[config.mk]
export PLATFORM = sky130hd
export DESIGN_NAME = ir_duration_pattern_hash_flat
export DESIGN_NICKNAME = d
export VERILOG_FILES = /design/src/rtl/irdph_pkg.sv /design/src/rtl/irdph_if.sv /design/src/rtl/irdph_fold.sv /design/src/rtl/ir_duration_pattern_hash.sv /design/src/flat_wrapper.sv
export SDC_FILE = /design/constraint.sdc
export NUM_CORES = 1
export LEC_CHECK = 0
export BUFFER_PORTS_ARGS = -buffer_cell sky130_fd_sc_hd__buf_4
export CAP_MARGIN = 5
export CELL_PAD_IN_SITES_DETAIL_PLACEMENT = 0
export CELL_PAD_IN_SITES_GLOBAL_PLACEMENT = 1
export CORE_MARGIN = 4
export CORE_UTILIZATION = 30
export CTS_BUF_LIST = sky130_fd_sc_hd__clkbuf_8
export DETAILED_ROUTE_END_ITERATION = 7
export GPL_ROUTABILITY_DRIVEN = 0
export PLACE_DENSITY_LB_ADDON = 0.1
export SKIP_CTS_REPAIR_TIMING = 1
export SYNTH_ARGS = -nofsm -noshare
export SYNTH_HDL_FRONTEND = slang
export SYNTH_HIERARCHICAL = 1
export SYNTH_SLANG_ARGS = --single-unit
[constraint.sdc]
create_clock -name clock -period 6.6 [get_ports clock]
set_input_delay 0.66 -clock clock [delete_from_list [all_inputs] [get_ports clock]]
set_output_delay 0.66 -clock clock [all_outputs]
set_load 0.01 [all_outputs]
[src/rtl/irdph_pkg.sv]
// ----------------------------------------------------------------------------
// irdph_pkg: shared types and constants
// FNV-1 constants, symbol codes and the default frame length threshold.
// ----------------------------------------------------------------------------
package irdph_pkg;

   localparam int HASH_BITS  = 32;
   localparam int COUNT_BITS = 8;
   localparam int CSR_BITS   = 8;

   localparam logic [HASH_BITS-1:0]  HASH_PRIME = 32'd16777619;
   localparam logic [HASH_BITS-1:0]  HASH_BASIS = 32'd2166136261;
   localparam logic [COUNT_BITS-1:0] COUNT_MAX  = 8'd255;
   localparam logic [COUNT_BITS-1:0] COUNT_FOLD = 8'd2;
   localparam logic [CSR_BITS-1:0]   MIN_DURATIONS_RESET = 8'd5;

   // comparison symbol against the same kind of duration two transfers back
   typedef enum logic [1:0] {
      SYM_SHORTER = 2'd0,
      SYM_SAME    = 2'd1,
      SYM_LONGER  = 2'd2
   } symbol_type;

endpackage

[src/rtl/irdph_if.sv]
// ----------------------------------------------------------------------------
// irdph channel interfaces
// Request, response and register write channels with valid/ready.
// ----------------------------------------------------------------------------
interface irdph_req_if #(
   parameter int DURATION_BITS = 16
);
   logic                     valid;
   logic                     ready;
   logic [DURATION_BITS-1:0] duration;
   logic                     last;

   modport source (output valid, output duration, output last, input ready);
   modport sink   (input valid, input duration, input last, output ready);
endinterface

interface irdph_rsp_if
   import irdph_pkg::*;
();
   logic                 valid;
   logic                 ready;
   logic [HASH_BITS-1:0] hash;
   logic                 accepted;

   modport source (output valid, output hash, output accepted, input ready);
   modport sink   (input valid, input hash, input accepted, output ready);
endinterface

interface irdph_csr_if
   import irdph_pkg::*;
();
   logic                valid;
   logic                ready;
   logic [CSR_BITS-1:0] data;

   modport source (output valid, output data, input ready);
   modport sink   (input valid, input data, output ready);
endinterface

[src/rtl/irdph_fold.sv]
// ----------------------------------------------------------------------------
// irdph_fold: duration compare and hash step
// Classifies a duration against the one two transfers back (4:5 ratio
// band either way) and folds the symbol into the running FNV-1 hash.
// ----------------------------------------------------------------------------
module irdph_fold
   import irdph_pkg::*;
#(
   parameter int DURATION_BITS = 16
) (
   input  logic [HASH_BITS-1:0]     hash_cur,
   input  logic [DURATION_BITS-1:0] older,
   input  logic [DURATION_BITS-1:0] dur,
   output logic [HASH_BITS-1:0]     hash_next
);

   localparam int PW = DURATION_BITS + 3;

   logic [PW-1:0]        older_x4;
   logic [PW-1:0]        older_x5;
   logic [PW-1:0]        dur_x4;
   logic [PW-1:0]        dur_x5;
   logic [HASH_BITS-1:0] prod;
   symbol_type           sym;

   assign older_x4 = PW'(older) << 2;
   assign older_x5 = older_x4 + PW'(older);
   assign dur_x4   = PW'(dur) << 2;
   assign dur_x5   = dur_x4 + PW'(dur);

   always_comb begin
      if (dur_x5 < older_x4) begin
         sym = SYM_SHORTER;
      end else if (older_x5 < dur_x4) begin
         sym = SYM_LONGER;
      end else begin
         sym = SYM_SAME;
      end
   end

   // multiply wraps modulo 2^32
   assign prod      = hash_cur * HASH_PRIME;
   assign hash_next = prod ^ HASH_BITS'(sym);

endmodule

[src/rtl/ir_duration_pattern_hash.sv]
// ----------------------------------------------------------------------------
// ir_duration_pattern_hash: IR frame duration pattern hash
// Folds mark/space duration comparisons of one frame into an FNV-1 hash.
// ----------------------------------------------------------------------------
// a final duration passes the input register, then the response register, before rsp valid
// throughput: one duration per cycle unless a held response stalls, set by the single hash step in irdph_fold
// a held response stalls a final duration, and further durations wait behind it
// reset: synchronous, clears the frame state and any pending input and response, sets min_durations to 5
// ----------------------------------------------------------------------------
module ir_duration_pattern_hash
   import irdph_pkg::*;
#(
   parameter int DURATION_BITS = 16
) (
   input  logic         clock,
   input  logic         reset,
   irdph_req_if.sink    req_if,
   irdph_rsp_if.source  rsp_if,
   irdph_csr_if.sink    csr_if
);

   // input register
   logic                     in_valid_ff;
   logic [DURATION_BITS-1:0] in_dur_ff;
   logic                     in_last_ff;

   // frame state
   logic [HASH_BITS-1:0]     hash_ff;
   logic [HASH_BITS-1:0]     hash_in;
   logic [DURATION_BITS-1:0] older_ff;
   logic [DURATION_BITS-1:0] newer_ff;
   logic [COUNT_BITS-1:0]    seen_ff;
   logic [COUNT_BITS-1:0]    seen_in;
   logic [CSR_BITS-1:0]      min_ff;

   // response register
   logic                     rsp_valid_ff;
   logic [HASH_BITS-1:0]     rsp_hash_ff;
   logic                     rsp_accepted_ff;

   logic [HASH_BITS-1:0]     hash_step;
   logic                     advance;
   logic                     frame_ok;

   irdph_fold #(
      .DURATION_BITS (DURATION_BITS)
   ) u_fold (
      .hash_cur  (hash_ff),
      .older     (older_ff),
      .dur       (in_dur_ff),
      .hash_next (hash_step)
   );

   // a final duration needs a free response register
   assign advance = in_valid_ff && (!in_last_ff || !rsp_valid_ff || rsp_if.ready);

   assign req_if.ready = !reset && (!in_valid_ff || advance);
   assign csr_if.ready = !reset;

   assign seen_in  = (seen_ff == COUNT_MAX) ? seen_ff : seen_ff + COUNT_BITS'(1);
   assign hash_in  = (seen_ff >= COUNT_FOLD) ? hash_step : hash_ff;
   assign frame_ok = seen_in >= min_ff;

   assign rsp_if.valid    = rsp_valid_ff;
   assign rsp_if.hash     = rsp_hash_ff;
   assign rsp_if.accepted = rsp_accepted_ff;

   always_ff @(posedge clock) begin
      if (reset) begin
         in_valid_ff <= 1'b0;
      end else if (req_if.valid && req_if.ready) begin
         in_valid_ff <= 1'b1;
      end else if (advance) begin
         in_valid_ff <= 1'b0;
      end
   end

   always_ff @(posedge clock) begin
      if (req_if.valid && req_if.ready) begin
         in_dur_ff  <= req_if.duration;
         in_last_ff <= req_if.last;
      end
   end

   always_ff @(posedge clock) begin
      if (reset) begin
         min_ff <= MIN_DURATIONS_RESET;
      end else if (csr_if.valid && csr_if.ready) begin
         min_ff <= csr_if.data;
      end
   end

   always_ff @(posedge clock) begin
      if (reset) begin
         hash_ff  <= HASH_BASIS;
         older_ff <= '0;
         newer_ff <= '0;
         seen_ff  <= '0;
      end else if (advance) begin
         if (in_last_ff) begin
            hash_ff  <= HASH_BASIS;
            older_ff <= '0;
            newer_ff <= '0;
            seen_ff  <= '0;
         end else begin
            hash_ff  <= hash_in;
            older_ff <= newer_ff;
            newer_ff <= in_dur_ff;
            seen_ff  <= seen_in;
         end
      end
   end

   always_ff @(posedge clock) begin
      if (reset) begin
         rsp_valid_ff <= 1'b0;
      end else if (advance && in_last_ff) begin
         rsp_valid_ff <= 1'b1;
      end else if (rsp_if.ready) begin
         rsp_valid_ff <= 1'b0;
      end
   end

   always_ff @(posedge clock) begin
      if (advance && in_last_ff) begin
         rsp_hash_ff     <= frame_ok ? hash_in : '0;
         rsp_accepted_ff <= frame_ok;
      end
   end

endmodule

[src/flat_wrapper.sv]
// flat-port wrapper written by rule: the top's interface ports become plain ports
module ir_duration_pattern_hash_flat import irdph_pkg::*;
#(
   parameter int DURATION_BITS = 16
)
  (clock, reset, req_if_valid, req_if_duration, req_if_last, req_if_ready, rsp_if_valid, rsp_if_hash, rsp_if_accepted, rsp_if_ready, csr_if_valid, csr_if_data, csr_if_ready);
  irdph_req_if #(.DURATION_BITS(DURATION_BITS)) req_if_i ();
  irdph_rsp_if rsp_if_i ();
  irdph_csr_if csr_if_i ();
  input  logic clock;
  input  logic reset;
  input wire logic [$bits(req_if_i.valid)-1:0] req_if_valid;
  input wire logic [$bits(req_if_i.duration)-1:0] req_if_duration;
  input wire logic [$bits(req_if_i.last)-1:0] req_if_last;
  output wire logic [$bits(req_if_i.ready)-1:0] req_if_ready;
  output wire logic [$bits(rsp_if_i.valid)-1:0] rsp_if_valid;
  output wire logic [$bits(rsp_if_i.hash)-1:0] rsp_if_hash;
  output wire logic [$bits(rsp_if_i.accepted)-1:0] rsp_if_accepted;
  input wire logic [$bits(rsp_if_i.ready)-1:0] rsp_if_ready;
  input wire logic [$bits(csr_if_i.valid)-1:0] csr_if_valid;
  input wire logic [$bits(csr_if_i.data)-1:0] csr_if_data;
  output wire logic [$bits(csr_if_i.ready)-1:0] csr_if_ready;
  assign req_if_i.valid = req_if_valid;
  assign req_if_i.duration = req_if_duration;
  assign req_if_i.last = req_if_last;
  assign req_if_ready = req_if_i.ready;
  assign rsp_if_valid = rsp_if_i.valid;
  assign rsp_if_hash = rsp_if_i.hash;
  assign rsp_if_accepted = rsp_if_i.accepted;
  assign rsp_if_i.ready = rsp_if_ready;
  assign csr_if_i.valid = csr_if_valid;
  assign csr_if_i.data = csr_if_data;
  assign csr_if_ready = csr_if_i.ready;
  ir_duration_pattern_hash #(.DURATION_BITS(DURATION_BITS)) u_core (.clock(clock), .reset(reset), .req_if(req_if_i), .rsp_if(rsp_if_i), .csr_if(csr_if_i));
endmodule
==> qor.yml, run 1 <==
setup_viol_count_final: 0
diodes: 0
p_leak_nw: 6.650
clock_latency_ps: 540
coreArea_sq_um: 42980
ir_worst_vdd_v: 0.0001419
synthCells: 1369
netlist_area_sq_um: 13040
wl_um: 34570
power_mw: 1.964
hp-start: "req_if_duration[4]"
tightestPinTransition_ps: 1088
switching_power_mw: 0.5781
cts.sinks: 132
firstDrtPassIters: 4
path_class: "register to register"
instances_no_fill: 2028
combPwrFrac_pct: 15.8
rows: 76
antenna_found_initial: 0
synth-seq-cells: 132
die_w_um: 216.5
wire_per_inst_um: 17.05
synth_ff_type: "dfxtp_1"
finalSetupTns_ps: 0
ant_nets: 0
drv_cap: 0
grt_pass1_vias: 9675
r2r_end: "u_core/rsp_if.hash[29]"
dieArea_sq_um: 46870
ys_types: 69
seqPwrFrac_pct: 44.6
start_kind: "register"
synthArstFlopShare_pct: 0
p_per_area_nw_per_um2: 134.4
yosys_warnings: 6
ios: 66
swShare_pct: 29.43
grt_pass1_wl_um: 55190
worstReg2RegStart: "u_core/hash_ff[3]"
cts_root_buf: "clkbuf_8"
clock.fmax_mhz: 172.6
cts_tree: "yes"
r2r_cells: 19
crit_path_max_fanout: 7
max-slew-margin-rel_pct: 27.49
clock_skew_ps: 16.66
p_int_mw: 1.386
hold_viol: 0
hpwl_um: 26720
r2r_setup_slack_ps: 800
min_period_over_period_pct: 87.81
gr-total-overflow: 0
clockBufferDepth: 2
die_y_um: 216.5
drtIter0Drc: 513
setup.worst_path.start: "u_core/hash_ff[3]"
grt_max_degree: 44
rsz0062_at_grt: "no"
final_nets: 1790
viasPerCell: 4.696
area_growth_pct: 12.07
synth_edf_count: 50
hp-class: "input pin to register"
crit_end: "u_core/rsp_if.hash[29]"
clkPwrFrac_pct: 39.5
numCtsBuffers: 17
cp-end-kind: "register"
grt_use_total_pct: 15.28
synth_area_per_cell_sq_um: 9.525
start_util_pct: 30.34
yosysSeqAreaShare_pct: 24.10
worstPathArrival_ps: 6170
portBuffers: 65
maxSlewViolCount: 0
dp.cells: 1996
vias: 9524
drive_above_1_share_pct: 10.46
synth_nets: 1729
min_period_ps: 5795
critPathRequiredTime_ps: 6980
drc_errors: 0
status: "completed"
htreeDepth: 4
clkTransAtPathRegs_ps: 90
## power groups by stage
stage               Clock, mW  Combinational, mW  Sequential, mW
floorplan                   0              0.220           0.892
CTS                     0.821              0.317           0.878
global route            0.847              0.356           0.880
finish                  0.777              0.311           0.877
detailed placement          0              0.316           0.896
global placement            0              0.315           0.896
## metal layers
layer | global-route usage [%] | part of all wire, % | up-vias
li1 | - | - | 4868
met1 | 22.51 | 53 | 4506
met2 | 22.71 | 42 | 125
met3 | 3.029 | 3.4 | 25
met4 | 4.224 | 1.3 | 0
met5 | 0 | 0 | -
## cell families (layout without fill, tap and decap cells)
group                      count (synthesis)  count (layout)  share of synthesized area [%]
AOI/OAI and AO/OA                        245             245                          12.55
and+or+nand+nor                          291             291                          10.64
DFF                                      132             132                          24.10
xor gates and xnor gates                  67              67                          4.500
adders and majority gates                330             330                          36.04
muxes                                     57              57                          4.404
buffers and inverters                    247             321                          7.762
## worst min path at each step
stage                     depth (start not counted)             endpoint  slack (ps)
after global routing                              1  u_core/in_dur_ff[4]         240
after floorplan                                   2  u_core/newer_ff[15]         430
after detailed placement                          2  u_core/newer_ff[10]         450
after global placement                            2   u_core/newer_ff[8]         440
final                                             1  u_core/in_dur_ff[4]         290
after CTS                                         1  u_core/in_dur_ff[0]         220
## metrics by stage
step	util, %	area (sq um)	setup slack [ps]	hold slack, ps
floorplan	-	13040	1338	432.2
global placement	33.00	14180	868.2	438.4
detailed placement	33.00	14180	797.0	445.5
CTS	34.00	14610	755.4	220.8
global route	34.00	14610	477.4	237.2
finish	34.00	14610	804.8	289.6
## placed cells by master (no fill, tap or decap), types with 5 or more instances in the layout
cell      count
mux2i_1      54
clkbuf_8     19
nor2_1       60
buf_4        82
nand4_1       5
a21o_1       13
or3_1         6
nand2_1      80
xor2_1       13
o21bai_1      7
dfxtp_1      82
a211oi_1     14
fa_1         76
o211ai_1      8
ha_1        254
and2_1        5
a31oi_1       7
inv_6         5
edfxtp_1     50
nor3_1       39
a21oi_1      80
xnor2_1      54
a22oi_2       9
o21a_1       15
nor2b_1      11
o21ai_0      45
nand2b_1     13
nand3_1      43
nor2_2       10
a22oi_1       9
inv_1       207
## synth_stat cells (6+ instances only)
library cell | n | area, sq um
ha_1 | 254 | 3178
inv_1 | 207 | 777.0
dfxtp_1 | 82 | 1642
a21oi_1 | 80 | 400.4
nand2_1 | 80 | 300.3
fa_1 | 76 | 1521
nor2_1 | 61 | 229.0
mux2i_1 | 54 | 540.5
xnor2_1 | 54 | 473.0
edfxtp_1 | 50 | 1501
o21ai_0 | 45 | 225.2
nand3_1 | 43 | 215.2
nor3_1 | 39 | 195.2
clkbuf_1 | 26 | 97.59
o21a_1 | 15 | 112.6
a211oi_1 | 14 | 105.1
a21o_1 | 13 | 97.59
nand2b_1 | 13 | 81.33
xor2_1 | 13 | 113.9
nor2b_1 | 11 | 68.82
a22oi_1 | 9 | 67.56
a22oi_2 | 9 | 112.6
nor2_2 | 9 | 56.30
o211ai_1 | 8 | 60.06
a31oi_1 | 7 | 43.79
o21bai_1 | 7 | 52.55
buf_6 | 6 | 67.56
or3_1 | 6 | 37.54
## cell type report
class | instances | area [sq um]
multi-input cells | 990 | 8916
fillers | 4566 | 28370
clock buffers | 19 | 261.5
inverters | 207 | 777.0
repair buffers | 82 | 615.6
clock inverters | 13 | 168.9
flip-flops and latches | 132 | 3143
well taps | 585 | 732.0
## critical path, cell delays in order, from the launching register on
cell and delay, ps:
dfxtp_1 510, ha_1 300, ha_1 320, fa_1 490
ha_1 210, fa_1 480, ha_1 290, inv_1 50
fa_1 520, inv_1 40, ha_1 350, a21oi_1 200
o21a_1 220, o211ai_1 180, a221o_1 420, a221o_1 400
a31oi_1 210, xnor2_1 180, mux2i_1 120, nor3_1 150
## flip-flops by register name, indices dropped and copies added, names as in the netlist, 8 cells and up
name                count
u_core/min_ff           8
u_core/seen_ff          8
u_core/rsp_if.hash     32
u_core/older_ff        16
u_core/newer_ff        16
u_core/hash_ff         32
u_core/in_dur_ff       16
Power figures use the tool's default switching activity.
==> inputs of run 2 (changes only) <==
--- a/config.mk
+++ b/config.mk
@@ -11,7 +11,7 @@
 export CELL_PAD_IN_SITES_GLOBAL_PLACEMENT = 1
 export CORE_MARGIN = 4
 export CORE_UTILIZATION = 30
-export CTS_BUF_LIST = sky130_fd_sc_hd__clkbuf_8
+export CTS_BUF_LIST = sky130_fd_sc_hd__clkbuf_4
 export DETAILED_ROUTE_END_ITERATION = 7
 export GPL_ROUTABILITY_DRIVEN = 0
 export PLACE_DENSITY_LB_ADDON = 0.1
==> run 2 against run 1 <==
Against the previous run:
- combinational power barely moved
- critical endpoint unchanged
- largest power group unchanged
- sequential share of layout area rose by 0.18 points
- worst hold slack got worse by 150 ps
==> qor.yml, run 2 (synthesis gave the netlist of run 1 again) <==
status: "completed"
rsz0062_at_grt: "no"
worstReg2RegStart: "u_core/hash_ff[4]"
worstPathArrival_ps: 6350
clkTransAtPathRegs_ps: 150
numCtsBuffers: 17
ios: 66
multiInputGateArea_sq_um: 8916
r2r_end: "u_core/rsp_if.hash[29]"
pre_cts_ws_ps: 797.0
min_period_ps: 5829
cpMaxStageDelayCell: "dfxtp_1"
drive_above_1_share_pct: 10.33
start_util_pct: 30.34
grt_max_degree: 44
wl_um: 34530
die_y_um: 216.5
hold_viol: 0
dieArea_sq_um: 46870
postLayoutSetupSlackWorst_ps: 770.6
area_growth_pct: 11.12
cp_top_family: "adder cells"
rows: 76
max_stage_delay_ps: 610
drv_cap: 0
drtIter0Drc: 531
hp-start: "req_if_duration[4]"
die_w_um: 216.5
combPwrFrac_pct: 17.2
cp-end-kind: "register"
hold-path-endpoint: "u_core/in_dur_ff[4]"
min_period_over_period_pct: 88.32
final_nets: 1790
crit_chain: "ha_1 > ha_1 > fa_1 > ha_1 > fa_1 > ha_1 > inv_1 > fa_1 > inv_1 > ha_1 > a21o_1 > a21oi_2 > o211ai_1 > a221o_1 > a221o_1 > a31oi_1 > xnor2_1 > mux2i_1 > nor3_1"
hold_depth: 1
hp-class: "input pin to register"
maxSlewViolCount: 0
critPathRequiredTime_ps: 7130
instances_no_fill: 2029
p_per_area_nw_per_um2: 125.4
ant_nets: 0
cts_root_buf: "clkbuf_4"
clkPwrFrac_pct: 34.6
grt_pass1_wl_um: 55100
max-slew-margin-rel_pct: 27.61
tightestPinTransition_ps: 1086
hpwl_um: 26720
cp.depth: 19
drc_errors: 0
setup_viol_count_final: 0
path_class: "register to register"
clockBufferDepth: 2
cts_tree: "yes"
timing.critical_path.buf_inv: 2
grt_use_total_pct: 15.24
clock_latency_ps: 690
htreeDepth: 4
clock.fmax_mhz: 171.5
grt_pass1_vias: 9664
start_kind: "register"
layout_common_cells: "ha_1, inv_1, buf_4, dfxtp_1"
cp_common_cell: "ha_1"
switching_power_mw: 0.5638
clock_skew_ps: 37.07
ir_worst_vdd_v: 0.0001262
antenna_found_initial: 1
fillers: 4580
r2r_cells: 19
viasPerCell: 4.705
cts.sinks: 132
p_int_mw: 1.254
crit_path_max_fanout: 8
coreArea_sq_um: 42980
layout_commonest_cell: "ha_1"
seqPwrFrac_pct: 48.3
portBuffers: 65
r2r_setup_slack_ps: 770
swShare_pct: 31.02
p_leak_nw: 6.595
vias: 9547
firstDrtPassIters: 5
dp.cells: 1996
finalSetupTns_ps: 0
seq_area_sq_um: 3143
gr-total-overflow: 0
wire_per_inst_um: 17.02
-- run 2: how the worst max path moves through the flow --
| stage | startpoint | endpoint | slack (ps) |
|---|---|---|---|
| 6_report | u_core/hash_ff[4] | u_core/rsp_if.hash[29] | 770 |
| 4_1_cts | u_core/hash_ff[4] | u_core/rsp_if.hash[29] | 740 |
| 2_1_floorplan | u_core/hash_ff[7] | u_core/rsp_if.hash[29] | 1340 |
| 3_3_place_gp | u_core/hash_ff[7] | u_core/rsp_if.hash[29] | 870 |
| 3_5_place_dp | u_core/hash_ff[7] | u_core/rsp_if.hash[29] | 800 |
| 5_1_grt | u_core/hash_ff[3] | u_core/rsp_if.hash[29] | 460 |
-- run 2: final cells by class --
type                            count  area share [%]
Sequential cell                   132           21.69
Tap cell                          585           5.051
Clock buffer                       17          0.8808
Multi-Input combinational cell    990           61.53
Clock inverter                     15           1.218
Antenna cell                        1         0.01727
Timing Repair Buffer               82           4.248
Inverter                          207           5.362
-- run 2: metrics by stage --
step                instance area (sq um)  total power, mW  utilization, %  hold WS (ps)
CTS                                 14490            1.865           33.71         12.54
floorplan                           13040            1.112               -         432.2
detailed placement                  14180            1.212           33.00         445.5
global placement                    14180            1.211           33.00         438.4
finish                              14490            1.817           33.71         135.2
global route                        14490            1.932           33.71         47.46
-- run 2: metal layers --
metal | track usage [%] | part of all wire, % | routed length [um] | vias up
met5 | 0 | 0 | 0 | -
met4 | 4.160 | 1.3 | 438 | 0
met3 | 3.015 | 3.2 | 1117 | 25
met2 | 22.68 | 42 | 14580 | 126
met1 | 22.45 | 53 | 18400 | 4528
li1 | - | - | - | 4868
-- run 2: worst register-to-register path, cell delays in order, from the launching register on --
cell and delay, ps:
dfxtp_1 610, ha_1 310, ha_1 300, fa_1 440, ha_1 230, fa_1 540
ha_1 140, inv_1 50, fa_1 500, inv_1 40, ha_1 350, a21o_1 210
a21oi_2 250, o211ai_1 220, a221o_1 420, a221o_1 400, a31oi_1 210, xnor2_1 180
mux2i_1 120, nor3_1 150
-- run 2: power by group through the flow --
stage	Combinational [mW]	Clock (mW)	Sequential, mW
after floorplan	0.220	0	0.892
after global placement	0.315	0	0.896
after detailed placement	0.316	0	0.896
after CTS	0.317	0.669	0.878
after global routing	0.356	0.695	0.881
final	0.312	0.628	0.877
==> inputs of run 3 (changes only) <==
--- a/config.mk
+++ b/config.mk
@@ -9,9 +9,9 @@
 export CAP_MARGIN = 5
 export CELL_PAD_IN_SITES_DETAIL_PLACEMENT = 0
 export CELL_PAD_IN_SITES_GLOBAL_PLACEMENT = 1
-export CORE_MARGIN = 4
+export CORE_MARGIN = 3
 export CORE_UTILIZATION = 30
-export CTS_BUF_LIST = sky130_fd_sc_hd__clkbuf_4
+export CTS_BUF_LIST = sky130_fd_sc_hd__clkbuf_16
 export DETAILED_ROUTE_END_ITERATION = 7
 export GPL_ROUTABILITY_DRIVEN = 0
 export PLACE_DENSITY_LB_ADDON = 0.1
==> constraint.sdc (replaced) <==
create_clock -name clock -period 6.6 [get_ports clock]
set_input_delay 0.66 -clock clock [delete_from_list [all_inputs] [get_ports clock]]
set_output_delay 0.66 -clock clock [all_outputs]
set_load 0.05 [all_outputs]
==> run 3 against run 2 <==
Against the previous run:
- non-clock buffer count is 1 higher
- sequential power hardly changed
- cell count is 0.39% lower
- first-iteration DRC count is 32% lower
- sequential share of layout area is 0.33 points lower
- largest power group is now the clock network
==> qor.yml, run 3 (synthesis gave the netlist of run 1 again) <==
r2r_end: "u_core/rsp_if.hash[29]"
fillers: 4456
critPathRequiredTime_ps: 6890
hp-start: "req_if_duration[14]"
area_growth_pct: 12.82
layout_commonest_cell: "ha_1"
wire_per_inst_um: 17.18
min_period_over_period_pct: 88.84
clock.fmax_mhz: 170.6
portBuffers: 65
instances_no_fill: 2021
start_util_pct: 30.74
drv_cap: 0
setup_viol_count_final: 0
drc_errors: 0
r2r_cells: 19
cts_tree: "yes"
hold_depth: 1
dieArea_sq_um: 46000
clockBufferDepth: 2
hold_ws_ps: 384.8
max-slew-margin-rel_pct: 25.21
hp-class: "input pin to register"
ir_worst_vdd_v: 0.0001620
tightestPinTransition_ps: 1121
clock_latency_ps: 450
numCtsBuffers: 17
viasPerCell: 4.726
ant_nets: 0
rsz0062_at_grt: "no"
rows: 75
final_nets: 1791
finalSetupTns_ps: 0
die_w_um: 214.5
hpwl_um: 27050
pre_cts_ws_ps: 733.1
diodes: 0
crit_path_max_fanout: 8
worstPathArrival_ps: 6150
power_mw: 2.092
grt_use_total_pct: 15.52
firstDrtPassIters: 5
dp.cells: 1989
status: "completed"
worstReg2RegStart: "u_core/hash_ff[6]"
path_class: "register to register"
finalInstanceArea_sq_um: 14710
clkTransAtPathRegs_ps: 60
coreArea_sq_um: 42420
vias: 9551
grt_pass1_wl_um: 55550
ios: 66
layout_common_cells: "ha_1, inv_1, buf_4, dfxtp_1"
final_util_pct: 34.68
cts.sinks: 132
postLayoutSetupSlackWorst_ps: 736.9
hold_viol: 0
maxSlewViolCount: 0
p_leak_nw: 6.710
hold-path-endpoint: "u_core/in_dur_ff[14]"
grt_max_degree: 45
wl_um: 34720
grt_pass1_vias: 9740
clock_skew_ps: 10.97
start_kind: "register"
r2r_setup_slack_ps: 740
cts_root_buf: "clkbuf_16"
min_period_ps: 5863
cp-end-kind: "register"
gr-total-overflow: 0
drtIter0Drc: 359
htreeDepth: 4
antenna_found_initial: 0
p_per_area_nw_per_um2: 142.2
drive_above_1_share_pct: 10.18
die_y_um: 214.5
placed_area_sq_um: 14180
run 3: how the worst max path moves through the flow:
stage,startpoint,end,slack (ps),cells after the start
final,u_core/hash_ff[6],u_core/rsp_if.hash[29],740,19
after global routing,u_core/hash_ff[6],u_core/rsp_if.hash[29],390,19
after CTS,u_core/hash_ff[6],u_core/rsp_if.hash[29],700,19
after detailed placement,u_core/hash_ff[6],u_core/rsp_if.hash[29],730,19
after global placement,u_core/hash_ff[6],u_core/rsp_if.hash[29],800,19
after floorplan,u_core/hash_ff[7],u_core/rsp_if.hash[29],1340,19
run 3: critical path, stage by stage (launching register included):
cell and delay, ps:
dfxtp_1 530, ha_1 310, ha_1 300, fa_1 430, ha_1 230, fa_1 480, ha_1 280, inv_1 50
fa_1 520, inv_1 40, ha_1 350, a21o_1 210, a21oi_2 260, o211ai_1 230, a221o_1 420, a221o_1 400
a31oi_1 230, xnor2_1 180, mux2i_1 110, nor3_1 140
run 3: where the power goes:
part / internal [mW] / switching, mW
logic: 0.127 / 0.203
clock network: 0.506 / 0.378
registers: 0.863 / 0.0152
total: 1.50 / 0.596
run 3: final cells by class:
cell class	instances	area [sq um]	area share, %
multi-input combinational	990	8916	60.61
clock buffer	17	425.4	2.892
tap	577	721.9	4.907
inverter	207	777.0	5.282
timing repair buffer	83	623.1	4.235
sequential	132	3143	21.36
clock inverter	15	105.1	0.7144
run 3: metal layers:
| layer | wire, um | share of wire, % | vias up | global-route usage, % |
|---|---|---|---|---|
| li1 | - | - | 4875 | - |
| met1 | 18520 | 53 | 4538 | 23.08 |
| met2 | 14770 | 43 | 123 | 23.25 |
| met3 | 1124 | 3.2 | 15 | 2.607 |
| met4 | 312 | 0.90 | 0 | 3.925 |
| met5 | 0 | 0 | - | 0 |
